`config.mk`:
```
export PLATFORM = sky130hd
export DESIGN_NAME = julian_day_to_calendar_date
export DESIGN_NICKNAME = d
export VERILOG_FILES = /design/src/jdcal_pkg.sv /design/src/julian_day_to_calendar_date.sv
export SDC_FILE = /design/constraint.sdc
export NUM_CORES = 2
export LEC_CHECK = 0
export ABC_AREA = 0
export BUFFER_PORTS_ARGS = -buffer_cell sky130_fd_sc_hd__buf_2
export CAP_MARGIN = 10
export CORE_UTILIZATION = 40
export CTS_CLUSTER_SIZE = 25
export DETAILED_ROUTE_END_ITERATION = 6
export PLACE_DENSITY_LB_ADDON = 0.12
export SYNTH_ARGS = -nofsm -noshare
export SYNTH_HDL_FRONTEND = slang
export SYNTH_SLANG_ARGS = --single-unit
```
`constraint.sdc`:
```
create_clock -name clk -period 10.7 [get_ports clk]
set_input_delay 0 -clock clk [delete_from_list [all_inputs] [get_ports clk]]
set_output_delay 0 -clock clk [all_outputs]
set_load 0.1 [all_outputs]
```
`src/jdcal_pkg.sv`:
```
// ============================================================================
// jdcal_pkg
// Shared constants and small tables for the Julian Day to calendar date
// converter.
// ============================================================================
package jdcal_pkg;

    // Fixed output widths
    localparam int YEAR_W    = 16;
    localparam int MONTH_W   = 4;
    localparam int DAY_W     = 5;
    localparam int HOUR_W    = 21;
    localparam int HOUR_FRAC = 16;

    // Days past the start of the March-based year, plus 122, stay below 512
    localparam int BD_W = 9;
    // Month index from the 30.6001-day table, 0 to 15
    localparam int E_W  = 4;

    // Calendar constants
    localparam int GREG_START  = 2299161;  // first day number of the Gregorian calendar
    localparam int ALPHA_BIAS  = 7468865;  // 4 * 1867216.25
    localparam int GREG_CYCLE  = 146097;   // days in 400 Gregorian years
    localparam int JUL_CYCLE   = 1461;     // days in 4 Julian years
    localparam int B_OFFSET    = 1524;
    localparam int C_BIAS      = 489;      // floor(4 * 122.1) + 1
    localparam int YEAR_LATE   = 4716;     // for March to December
    localparam int YEAR_EARLY  = 4715;     // for January and February
    localparam int MONTH_WRAP  = 14;

    // floor(30.6001 * e): day offset where month index e begins
    function automatic logic [BD_W-1:0] month_start(input logic [E_W-1:0] e);
        logic [BD_W-1:0] res;
        case (e)
            4'd0:    res = BD_W'(0);
            4'd1:    res = BD_W'(30);
            4'd2:    res = BD_W'(61);
            4'd3:    res = BD_W'(91);
            4'd4:    res = BD_W'(122);
            4'd5:    res = BD_W'(153);
            4'd6:    res = BD_W'(183);
            4'd7:    res = BD_W'(214);
            4'd8:    res = BD_W'(244);
            4'd9:    res = BD_W'(275);
            4'd10:   res = BD_W'(306);
            4'd11:   res = BD_W'(336);
            4'd12:   res = BD_W'(367);
            4'd13:   res = BD_W'(397);
            4'd14:   res = BD_W'(428);
            default: res = BD_W'(459);
        endcase
        return res;
    endfunction

    // floor(bd * 10000 / 306001): count the month starts that bd passes.
    // 30.6001 * k is never an integer here, so bd reaches month k exactly
    // when it exceeds floor(30.6001 * k).
    function automatic logic [E_W-1:0] month_index(input logic [BD_W-1:0] bd);
        logic [E_W-1:0] res;
        res = '0;
        for (int k = 1; k < (1 << E_W); k++) begin
            if (bd > month_start(E_W'(k))) begin
                res = E_W'(k);
            end
        end
        return res;
    endfunction

endpackage

```
`src/julian_day_to_calendar_date.sv`:
```
// ============================================================================
// julian_day_to_calendar_date
// Converts a fixed-point Julian Day into year, month, day and hour of day
// through a twelve-stage pipeline of constant multiplies and corrections.
// ============================================================================
// Usage: one item can enter every clock cycle when nothing stalls, and its
// date passes through every stage of the pipeline, which holds one multiply
// or one add-and-compare per stage. Each stage carries its own valid bit and
// advances whenever the stage after it is empty or moving, so a stall on the
// output fills empty stages first and input is still taken until every stage
// holds an item. The two divisions by the 400-year and 4-year cycles are
// reciprocal multiplies followed by a one-step correction. Years outside 16
// bits wrap; the hour keeps 16 fraction bits.
module julian_day_to_calendar_date
    import jdcal_pkg::*;
#(
    parameter int FRACTION_BITS = 16,
    parameter int DAY_BITS      = 23
)
(
    input  logic                             clk,
    input  logic                             rst_n,
    input  logic                             jd_valid,
    output logic                             jd_stall,
    input  logic [DAY_BITS+FRACTION_BITS-1:0] jd_fixed,
    output logic                             cal_valid,
    input  logic                             cal_stall,
    output logic signed [YEAR_W-1:0]         cal_year,
    output logic [MONTH_W-1:0]               cal_month,
    output logic [DAY_W-1:0]                 cal_day,
    output logic [HOUR_W-1:0]                hour_fixed
);

    localparam int NS    = 12;                      // pipeline stages
    localparam int JW    = DAY_BITS + FRACTION_BITS;
    localparam int SUM_W = JW + 1;
    localparam int ZW    = DAY_BITS + 1;            // whole day number
    localparam int X1W   = ZW + 2;                  // 4z - bias
    localparam int AL_W  = X1W - 17;                // 146097 > 2^17
    localparam int BW    = ZW + 1;                  // a and b
    localparam int X2W   = BW + 2;                  // 4b - bias
    localparam int CW    = X2W - 10;                // 1461 > 2^10
    localparam int P1W   = X1W + AL_W;
    localparam int P2W   = X2W + CW;
    localparam int DPW   = CW + 11;
    localparam int HPW   = FRACTION_BITS + 5;       // fraction times 24

    localparam longint unsigned M1_FULL = (longint'(1) << X1W) / GREG_CYCLE;
    localparam longint unsigned M2_FULL = (longint'(1) << X2W) / JUL_CYCLE;
    localparam logic [AL_W-1:0] M1 = AL_W'(M1_FULL);
    localparam logic [CW-1:0]   M2 = CW'(M2_FULL);

    // ------------------------------------------------------------------
    // Flow control
    // ------------------------------------------------------------------
    logic [NS-1:0] valid_reg;
    logic [NS-1:0] valid_next;
    logic [NS-1:0] stage_en;

    // Advance a stage when it is empty or the next one advances
    always_comb
    begin
        stage_en[NS-1] = !valid_reg[NS-1] || !cal_stall;
        for (int i = NS - 2; i >= 0; i--)
        begin
            stage_en[i] = !valid_reg[i] || stage_en[i+1];
        end
    end

    always_comb
    begin
        valid_next    = valid_reg;
        if (stage_en[0])
        begin
            valid_next[0] = jd_valid;
        end
        for (int i = 1; i < NS; i++)
        begin
            if (stage_en[i])
            begin
                valid_next[i] = valid_reg[i-1];
            end
        end
    end

    always_ff @(posedge clk or negedge rst_n)
    begin
        if (!rst_n)
        begin
            valid_reg <= '0;
        end
        else
        begin
            valid_reg <= valid_next;
        end
    end

    assign jd_stall  = !stage_en[0];
    assign cal_valid = valid_reg[NS-1];

    // ------------------------------------------------------------------
    // Stage 1: add half a day, split day and fraction, scale the hour
    // ------------------------------------------------------------------
    logic [SUM_W-1:0]  sum_half;
    logic [ZW-1:0]     z1_next;
    logic [FRACTION_BITS-1:0] frac1;
    logic              greg1_next;
    logic [X1W-1:0]    x1_1_next;
    logic [HPW-1:0]    hour_prod;
    logic [HOUR_W-1:0] hour1_next;

    assign sum_half   = {1'b0, jd_fixed} + (SUM_W'(1) << (FRACTION_BITS - 1));
    assign z1_next    = sum_half[SUM_W-1:FRACTION_BITS];
    assign frac1      = sum_half[FRACTION_BITS-1:0];
    assign greg1_next = (z1_next >= ZW'(GREG_START));
    assign x1_1_next  = {z1_next, 2'b00} - X1W'(ALPHA_BIAS);
    assign hour_prod  = (HPW'(frac1) << 4) + (HPW'(frac1) << 3);

    generate
        if (FRACTION_BITS >= HOUR_FRAC)
        begin : g_hour_trunc
            assign hour1_next = hour_prod[FRACTION_BITS-HOUR_FRAC +: HOUR_W];
        end
        else
        begin : g_hour_pad
            assign hour1_next = {hour_prod, (HOUR_FRAC - FRACTION_BITS)'(0)};
        end
    endgenerate

    logic [ZW-1:0]     z1_reg;
    logic              greg1_reg;
    logic [X1W-1:0]    x1_1_reg;
    logic [HOUR_W-1:0] hour1_reg;

    always_ff @(posedge clk)
    begin
        if (stage_en[0])
        begin
            z1_reg    <= z1_next;
            greg1_reg <= greg1_next;
            x1_1_reg  <= x1_1_next;
            hour1_reg <= hour1_next;
        end
    end

    // ------------------------------------------------------------------
    // Stage 2: reciprocal multiply for the 400-year cycle count
    // ------------------------------------------------------------------
    logic [P1W-1:0]    p1_next;
    logic [P1W-1:0]    p1_reg;
    logic [ZW-1:0]     z2_reg;
    logic              greg2_reg;
    logic [X1W-1:0]    x1_2_reg;
    logic [HOUR_W-1:0] hour2_reg;

    assign p1_next = P1W'(x1_1_reg) * P1W'(M1);

    always_ff @(posedge clk)
    begin
        if (stage_en[1])
        begin
            p1_reg    <= p1_next;
            z2_reg    <= z1_reg;
            greg2_reg <= greg1_reg;
            x1_2_reg  <= x1_1_reg;
            hour2_reg <= hour1_reg;
        end
    end

    // ------------------------------------------------------------------
    // Stage 3: multiply the estimate back by the cycle length
    // ------------------------------------------------------------------
    logic [AL_W-1:0]   alpha0_next;
    logic [X1W-1:0]    prod1_next;
    logic [AL_W-1:0]   alpha0_reg;
    logic [X1W-1:0]    prod1_reg;
    logic [X1W-1:0]    x1_3_reg;
    logic [ZW-1:0]     z3_reg;
    logic              greg3_reg;
    logic [HOUR_W-1:0] hour3_reg;

    assign alpha0_next = p1_reg[X1W +: AL_W];
    assign prod1_next  = X1W'(alpha0_next) * X1W'(GREG_CYCLE);

    always_ff @(posedge clk)
    begin
        if (stage_en[2])
        begin
            alpha0_reg <= alpha0_next;
            prod1_reg  <= prod1_next;
            x1_3_reg   <= x1_2_reg;
            z3_reg     <= z2_reg;
            greg3_reg  <= greg2_reg;
            hour3_reg  <= hour2_reg;
        end
    end

    // ------------------------------------------------------------------
    // Stage 4: correct the estimate by one when the remainder overflows
    // ------------------------------------------------------------------
    logic [X1W-1:0]    rem1;
    logic [AL_W-1:0]   alpha_next;
    logic [AL_W-1:0]   alpha_reg;
    logic [ZW-1:0]     z4_reg;
    logic              greg4_reg;
    logic [HOUR_W-1:0] hour4_reg;

    assign rem1       = x1_3_reg - prod1_reg;
    assign alpha_next = alpha0_reg + AL_W'(rem1 >= X1W'(GREG_CYCLE));

    always_ff @(posedge clk)
    begin
        if (stage_en[3])
        begin
            alpha_reg <= alpha_next;
            z4_reg    <= z3_reg;
            greg4_reg <= greg3_reg;
            hour4_reg <= hour3_reg;
        end
    end

    // ------------------------------------------------------------------
    // Stage 5: apply the Gregorian correction and the day offset
    // ------------------------------------------------------------------
    logic [BW-1:0]     adj5;
    logic [BW-1:0]     b5_next;
    logic [BW-1:0]     b5_reg;
    logic [HOUR_W-1:0] hour5_reg;

    assign adj5    = greg4_reg ? (BW'(alpha_reg) + BW'(1) - BW'(alpha_reg >> 2)) : '0;
    assign b5_next = BW'(z4_reg) + adj5 + BW'(B_OFFSET);

    always_ff @(posedge clk)
    begin
        if (stage_en[4])
        begin
            b5_reg    <= b5_next;
            hour5_reg <= hour4_reg;
        end
    end

    // ------------------------------------------------------------------
    // Stage 6: reciprocal multiply for the year count
    // ------------------------------------------------------------------
    logic [X2W-1:0]    x2_6_next;
    logic [P2W-1:0]    p2_next;
    logic [P2W-1:0]    p2_reg;
    logic [X2W-1:0]    x2_6_reg;
    logic [BW-1:0]     b6_reg;
    logic [HOUR_W-1:0] hour6_reg;

    assign x2_6_next = {b5_reg, 2'b00} - X2W'(C_BIAS);
    assign p2_next   = P2W'(x2_6_next) * P2W'(M2);

    always_ff @(posedge clk)
    begin
        if (stage_en[5])
        begin
            p2_reg    <= p2_next;
            x2_6_reg  <= x2_6_next;
            b6_reg    <= b5_reg;
            hour6_reg <= hour5_reg;
        end
    end

    // ------------------------------------------------------------------
    // Stage 7: multiply the year estimate back by the 4-year cycle
    // ------------------------------------------------------------------
    logic [CW-1:0]     c0_next;
    logic [X2W-1:0]    prod2_next;
    logic [CW-1:0]     c0_reg;
    logic [X2W-1:0]    prod2_reg;
    logic [X2W-1:0]    x2_7_reg;
    logic [BW-1:0]     b7_reg;
    logic [HOUR_W-1:0] hour7_reg;

    assign c0_next    = p2_reg[X2W +: CW];
    assign prod2_next = X2W'(c0_next) * X2W'(JUL_CYCLE);

    always_ff @(posedge clk)
    begin
        if (stage_en[6])
        begin
            c0_reg    <= c0_next;
            prod2_reg <= prod2_next;
            x2_7_reg  <= x2_6_reg;
            b7_reg    <= b6_reg;
            hour7_reg <= hour6_reg;
        end
    end

    // ------------------------------------------------------------------
    // Stage 8: correct the year estimate
    // ------------------------------------------------------------------
    logic [X2W-1:0]    rem2;
    logic [CW-1:0]     c8_next;
    logic [CW-1:0]     c8_reg;
    logic [BW-1:0]     b8_reg;
    logic [HOUR_W-1:0] hour8_reg;

    assign rem2    = x2_7_reg - prod2_reg;
    assign c8_next = c0_reg + CW'(rem2 >= X2W'(JUL_CYCLE));

    always_ff @(posedge clk)
    begin
        if (stage_en[7])
        begin
            c8_reg    <= c8_next;
            b8_reg    <= b7_reg;
            hour8_reg <= hour7_reg;
        end
    end

    // ------------------------------------------------------------------
    // Stage 9: days up to the start of the year, 1461 c / 4
    // ------------------------------------------------------------------
    logic [DPW-1:0]    dprod;
    logic [BW-1:0]     d9_next;
    logic [BW-1:0]     d9_reg;
    logic [CW-1:0]     c9_reg;
    logic [BW-1:0]     b9_reg;
    logic [HOUR_W-1:0] hour9_reg;

    assign dprod   = DPW'(c8_reg) * DPW'(JUL_CYCLE);
    assign d9_next = dprod[2 +: BW];

    always_ff @(posedge clk)
    begin
        if (stage_en[8])
        begin
            d9_reg    <= d9_next;
            c9_reg    <= c8_reg;
            b9_reg    <= b8_reg;
            hour9_reg <= hour8_reg;
        end
    end

    // ------------------------------------------------------------------
    // Stage 10: day offset inside the March-based year
    // ------------------------------------------------------------------
    logic [BW-1:0]     bdiff;
    logic [BD_W-1:0]   bd10_next;
    logic [BD_W-1:0]   bd10_reg;
    logic [CW-1:0]     c10_reg;
    logic [HOUR_W-1:0] hour10_reg;

    assign bdiff     = b9_reg - d9_reg;
    assign bd10_next = bdiff[BD_W-1:0];

    always_ff @(posedge clk)
    begin
        if (stage_en[9])
        begin
            bd10_reg   <= bd10_next;
            c10_reg    <= c9_reg;
            hour10_reg <= hour9_reg;
        end
    end

    // ------------------------------------------------------------------
    // Stage 11: month index from the month start table
    // ------------------------------------------------------------------
    logic [E_W-1:0]    e11_next;
    logic [E_W-1:0]    e11_reg;
    logic [BD_W-1:0]   bd11_reg;
    logic [CW-1:0]     c11_reg;
    logic [HOUR_W-1:0] hour11_reg;

    assign e11_next = month_index(bd10_reg);

    always_ff @(posedge clk)
    begin
        if (stage_en[10])
        begin
            e11_reg    <= e11_next;
            bd11_reg   <= bd10_reg;
            c11_reg    <= c10_reg;
            hour11_reg <= hour10_reg;
        end
    end

    // ------------------------------------------------------------------
    // Stage 12: day, month and year into the output register
    // ------------------------------------------------------------------
    logic [BD_W-1:0]     day_full;
    logic [MONTH_W-1:0]  month_next;
    logic [DAY_W-1:0]    day_next;
    logic [YEAR_W-1:0]   year_next;
    logic [YEAR_W-1:0]   year_reg;
    logic [MONTH_W-1:0]  month_reg;
    logic [DAY_W-1:0]    day_reg;
    logic [HOUR_W-1:0]   hour_reg;

    assign day_full   = bd11_reg - month_start(e11_reg);
    assign day_next   = day_full[DAY_W-1:0];
    assign month_next = (e11_reg < E_W'(MONTH_WRAP)) ? MONTH_W'(e11_reg - E_W'(1))
                                                     : MONTH_W'(e11_reg - E_W'(13));
    assign year_next  = (month_next > MONTH_W'(2))
                        ? (c11_reg[YEAR_W-1:0] - YEAR_W'(YEAR_LATE))
                        : (c11_reg[YEAR_W-1:0] - YEAR_W'(YEAR_EARLY));

    always_ff @(posedge clk)
    begin
        if (stage_en[11])
        begin
            year_reg  <= year_next;
            month_reg <= month_next;
            day_reg   <= day_next;
            hour_reg  <= hour11_reg;
        end
    end

    assign cal_year   = year_reg;
    assign cal_month  = month_reg;
    assign cal_day    = day_reg;
    assign hour_fixed = hour_reg;

    // ------------------------------------------------------------------
    // Checks
    // ------------------------------------------------------------------
    a_month_range: assert property (@(posedge clk) disable iff (!rst_n)
        cal_valid |-> (cal_month >= MONTH_W'(1)) && (cal_month <= MONTH_W'(12)))
        else $error("month out of range");

    a_day_range: assert property (@(posedge clk) disable iff (!rst_n)
        cal_valid |-> (cal_day >= DAY_W'(1)) && (cal_day <= DAY_W'(31)))
        else $error("day out of range");

    a_hour_range: assert property (@(posedge clk) disable iff (!rst_n)
        cal_valid |-> (hour_fixed < HOUR_W'(24 << HOUR_FRAC)))
        else $error("hour not below 24");

    a_open_entry: assert property (@(posedge clk) disable iff (!rst_n)
        !valid_reg[0] |-> !jd_stall)
        else $error("input stalled with empty first stage");

endmodule

```
==> flow_summary_export.csv <==
group,metric,value,unit
routing,drt-total-wl,93.33,mm
clock_network,cts_num_sinks,734,
global_route,track_usage,0.1562,
floorplan,rows,127,
global_route,grt_pass1_vias,28090,
synth,ys_types,78,
routing,drtPass1Iterations,5,
global_route,grt_max_degree,73,
floorplan,initial_core_util,0.4055,
timing,min_period_over_period,0.7901,
floorplan,die_h,351.7,microns
run,drv_cap,0,
clock_network,cts_buffer_depth,3,
placed_design,port-buffer-count,87,
setup_path,path_buf_inv,5,
clock_network,cts_root_buf,"clkbuf_16",
global_route,antenna_found_initial,6,
synth,syn_area_per_cell,12.73,sq um
synth,synth_top_area_cell,"edfxtp_1",
setup_path,cp_top_family,"adder cells",
timing,skew,42.74,ps
synth,yosysSeqAreaShare,0.4495,
global_route,grt.met2_usage,0.2650,
setup_path,worstPathRequired,11070,ps
synth,synth_top_area_frac,0.4434,
synth,yosys-top-cells-area,"edfxtp_1 44%, ha_1 16%, fa_1 15%",
cells_and_area,fin_nets,5124,
timing,fmax,118.3,MHz
placed_design,post-dp-hpwl,73.55,mm
timing,min_period,8454,ps
routing,postRouteAntennaNets,0,
setup_path,critPathMaxFanout,8,
setup_path,slowest_stage,"or4_4",
outcome,status,"finished, final reports clean",
clock_network,clkLatencyLatePin,660,ps
synth,syn_area,48900,sq um
min_path,min_path_type,"input port to flop",
clock_network,cts_tree,"built",
global_route,overflow,0,
clock_network,cts_made_buffers,83,
global_route,grt_pass1_wl,151.4,mm
synth,synth_ff_type,"edfxtp_1",
setup_path,timing.critical_path.to_type,"flop",
global_route,grt-busiest-layer,"met2",
placed_design,gp_congestion,0.8429,
timing,drv_slew,0,
routing,via_count,27160,
clock_network,htree_num_levels,3,
timing,worst_pin_slew,1086,ps
setup_path,start_kind,"flop",
timing,slew_headroom,0.2731,
cells_and_area,multi_input_area,24060,sq um
cells_and_area,final_cell_mix,"748 x inv_1, 722 x edfxtp_1, 623 x ha_1",
clock_network,clkTransAtPathRegs,60,ps
global_route,grt_util_met1,0.2119,
timing,hold_violations,0,
floorplan,die-area,123700,sq um
floorplan,io_pins,91,
routing,vias_per_cell,4.712,
setup_path,crit_path_max_incr_delay,590,ps
floorplan,die-width,351.7,microns
cells_and_area,mostFrequentLayoutCell,"inv_1",
synth,synth_edf_count,722,
synth,async_reset_ff_frac,0.01635,
floorplan,coreArea,120600,sq um
synth,yosys_register_bits,734,
routing,drtIter0Drc,1298,
setup_path,criticalPathCategory,"flop to flop",
global_route,use_met3,0.01725,
cells_and_area,drive_gt1_frac,0.06675,
routing,drc,0,
cells_and_area,fillers,11000,
timing,finalSetupViolCount,0,
cells_and_area,area_growth,12.22,%
clock_network,post-cts-setup-buffers,0,
synth,ys_warn_count,0,
routing,wl_per_cell,16.19,microns
synth,synthCells,3842,
timing,rsz0062_at_grt,"false",
setup_path,arrival,8820,ps
cells_and_area,seq_area,21980,sq um
timing,fin_setup_tns,0,ps
==> routing by layer <==
metal,routed length (microns),share of wire
met3,1774,0.019
met2,45210,0.48
met4,2085,0.022
met1,44260,0.47
met5,0,0
==> area by class of cell <==
class                   instances  share of cell area
multi-input cells            2339              0.4385
flip-flops and latches        734              0.4006
inverters                     753             0.05153
clock buffers                 101             0.03908
well taps                    1612             0.03675
repair buffers                172             0.02253
clock inverters                51             0.01094
diodes                          2          0.00009120
==> kinds of logic (layout without fill, tap and decap cells) <==
family | after synthesis | after routing | share of synthesized area
buffers and inverters | 771 | 1077 | 0.05944
other | 1 | 5 | 0.00007668
flip-flops | 734 | 734 | 0.4495
AND/OR/NAND/NOR | 552 | 552 | 0.05731
AO/OA/AOI/OAI | 468 | 468 | 0.06271
adder cells (fa/ha/maj) | 998 | 998 | 0.3129
XOR/XNOR | 312 | 312 | 0.05626
multiplexers | 6 | 6 | 0.001791
==> cell usage after synthesis, types with 10 or more instances <==
cell         n
a211o_1     10
o21ai_0     69
inv_1      753
or3_1       19
a21o_1      55
xor2_1      96
nand4_1     27
xnor2_1    215
o21a_1      22
or2_2       19
nor3_1      63
nor2b_1     20
nand3_1     52
a211oi_1    20
and2_1      23
fa_1       375
ha_1       623
o21bai_1    16
o2111ai_1   10
nand2_1    116
o211ai_1    20
nand2b_1    29
a31oi_1     18
o31ai_1     12
dfrtp_1     12
nor2_1     125
a21oi_1    147
clkbuf_1    14
edfxtp_1   722
and3_1      23
==> per-stage QoR <==
stage	setup WS, ps	std cells	utilization	area, sq um	hold WS (ps)
floorplan	812.5	3844	-	48910	-295.6
CTS	2213	5762	0.4550	54870	20.55
finish	2246	5764	0.4550	54880	83.73
global placement	2409	5545	0.4268	51480	-113.3
detailed placement	2262	5545	0.4268	51480	-99.37
global route	1778	5763	0.4550	54870	46.90
==> worst register-to-register path: stages (launching register included) <==
cell and delay [ps]:
edfxtp_1 430, or4_4 590, nor4_2 500, nand2_1 250, or3_1 380, xor2_1 410
inv_1 280, ha_1 380, inv_1 60, fa_1 500, inv_1 60, fa_1 520
fa_1 440, fa_1 550, inv_1 50, fa_1 520, inv_1 40, ha_1 330
a21o_1 170, a21o_1 180, a211oi_1 300, o21ai_0 230, o2111ai_1 300, nand3b_1 220
a311oi_1 370, xnor2_1 110
==> final timing paths <==
check                                 from  cells past startpoint            end  slack, ps
worst max-delay path            b5_reg[10]                     25     p2_reg[37]       2250
worst min-delay path              jd_valid                      3   valid_reg[0]         80
worst max register to register  b5_reg[10]                     25     p2_reg[37]       2250
worst min register to register  c8_reg[13]                      0     c9_reg[13]        400
max in group asynchronous            rst_n                      3  valid_reg[11]       9910
min in group asynchronous            rst_n                      3   valid_reg[8]        410
==> repair_timing <==
action	in CTS	in global routing
gates resized for setup	0	0
hold endpoints to repair	78	0
hold buffers	65	0
Power is left out: the tool's default activity adds up to more than one toggle a clock period on the data nets, which glitch-free logic cannot reach.
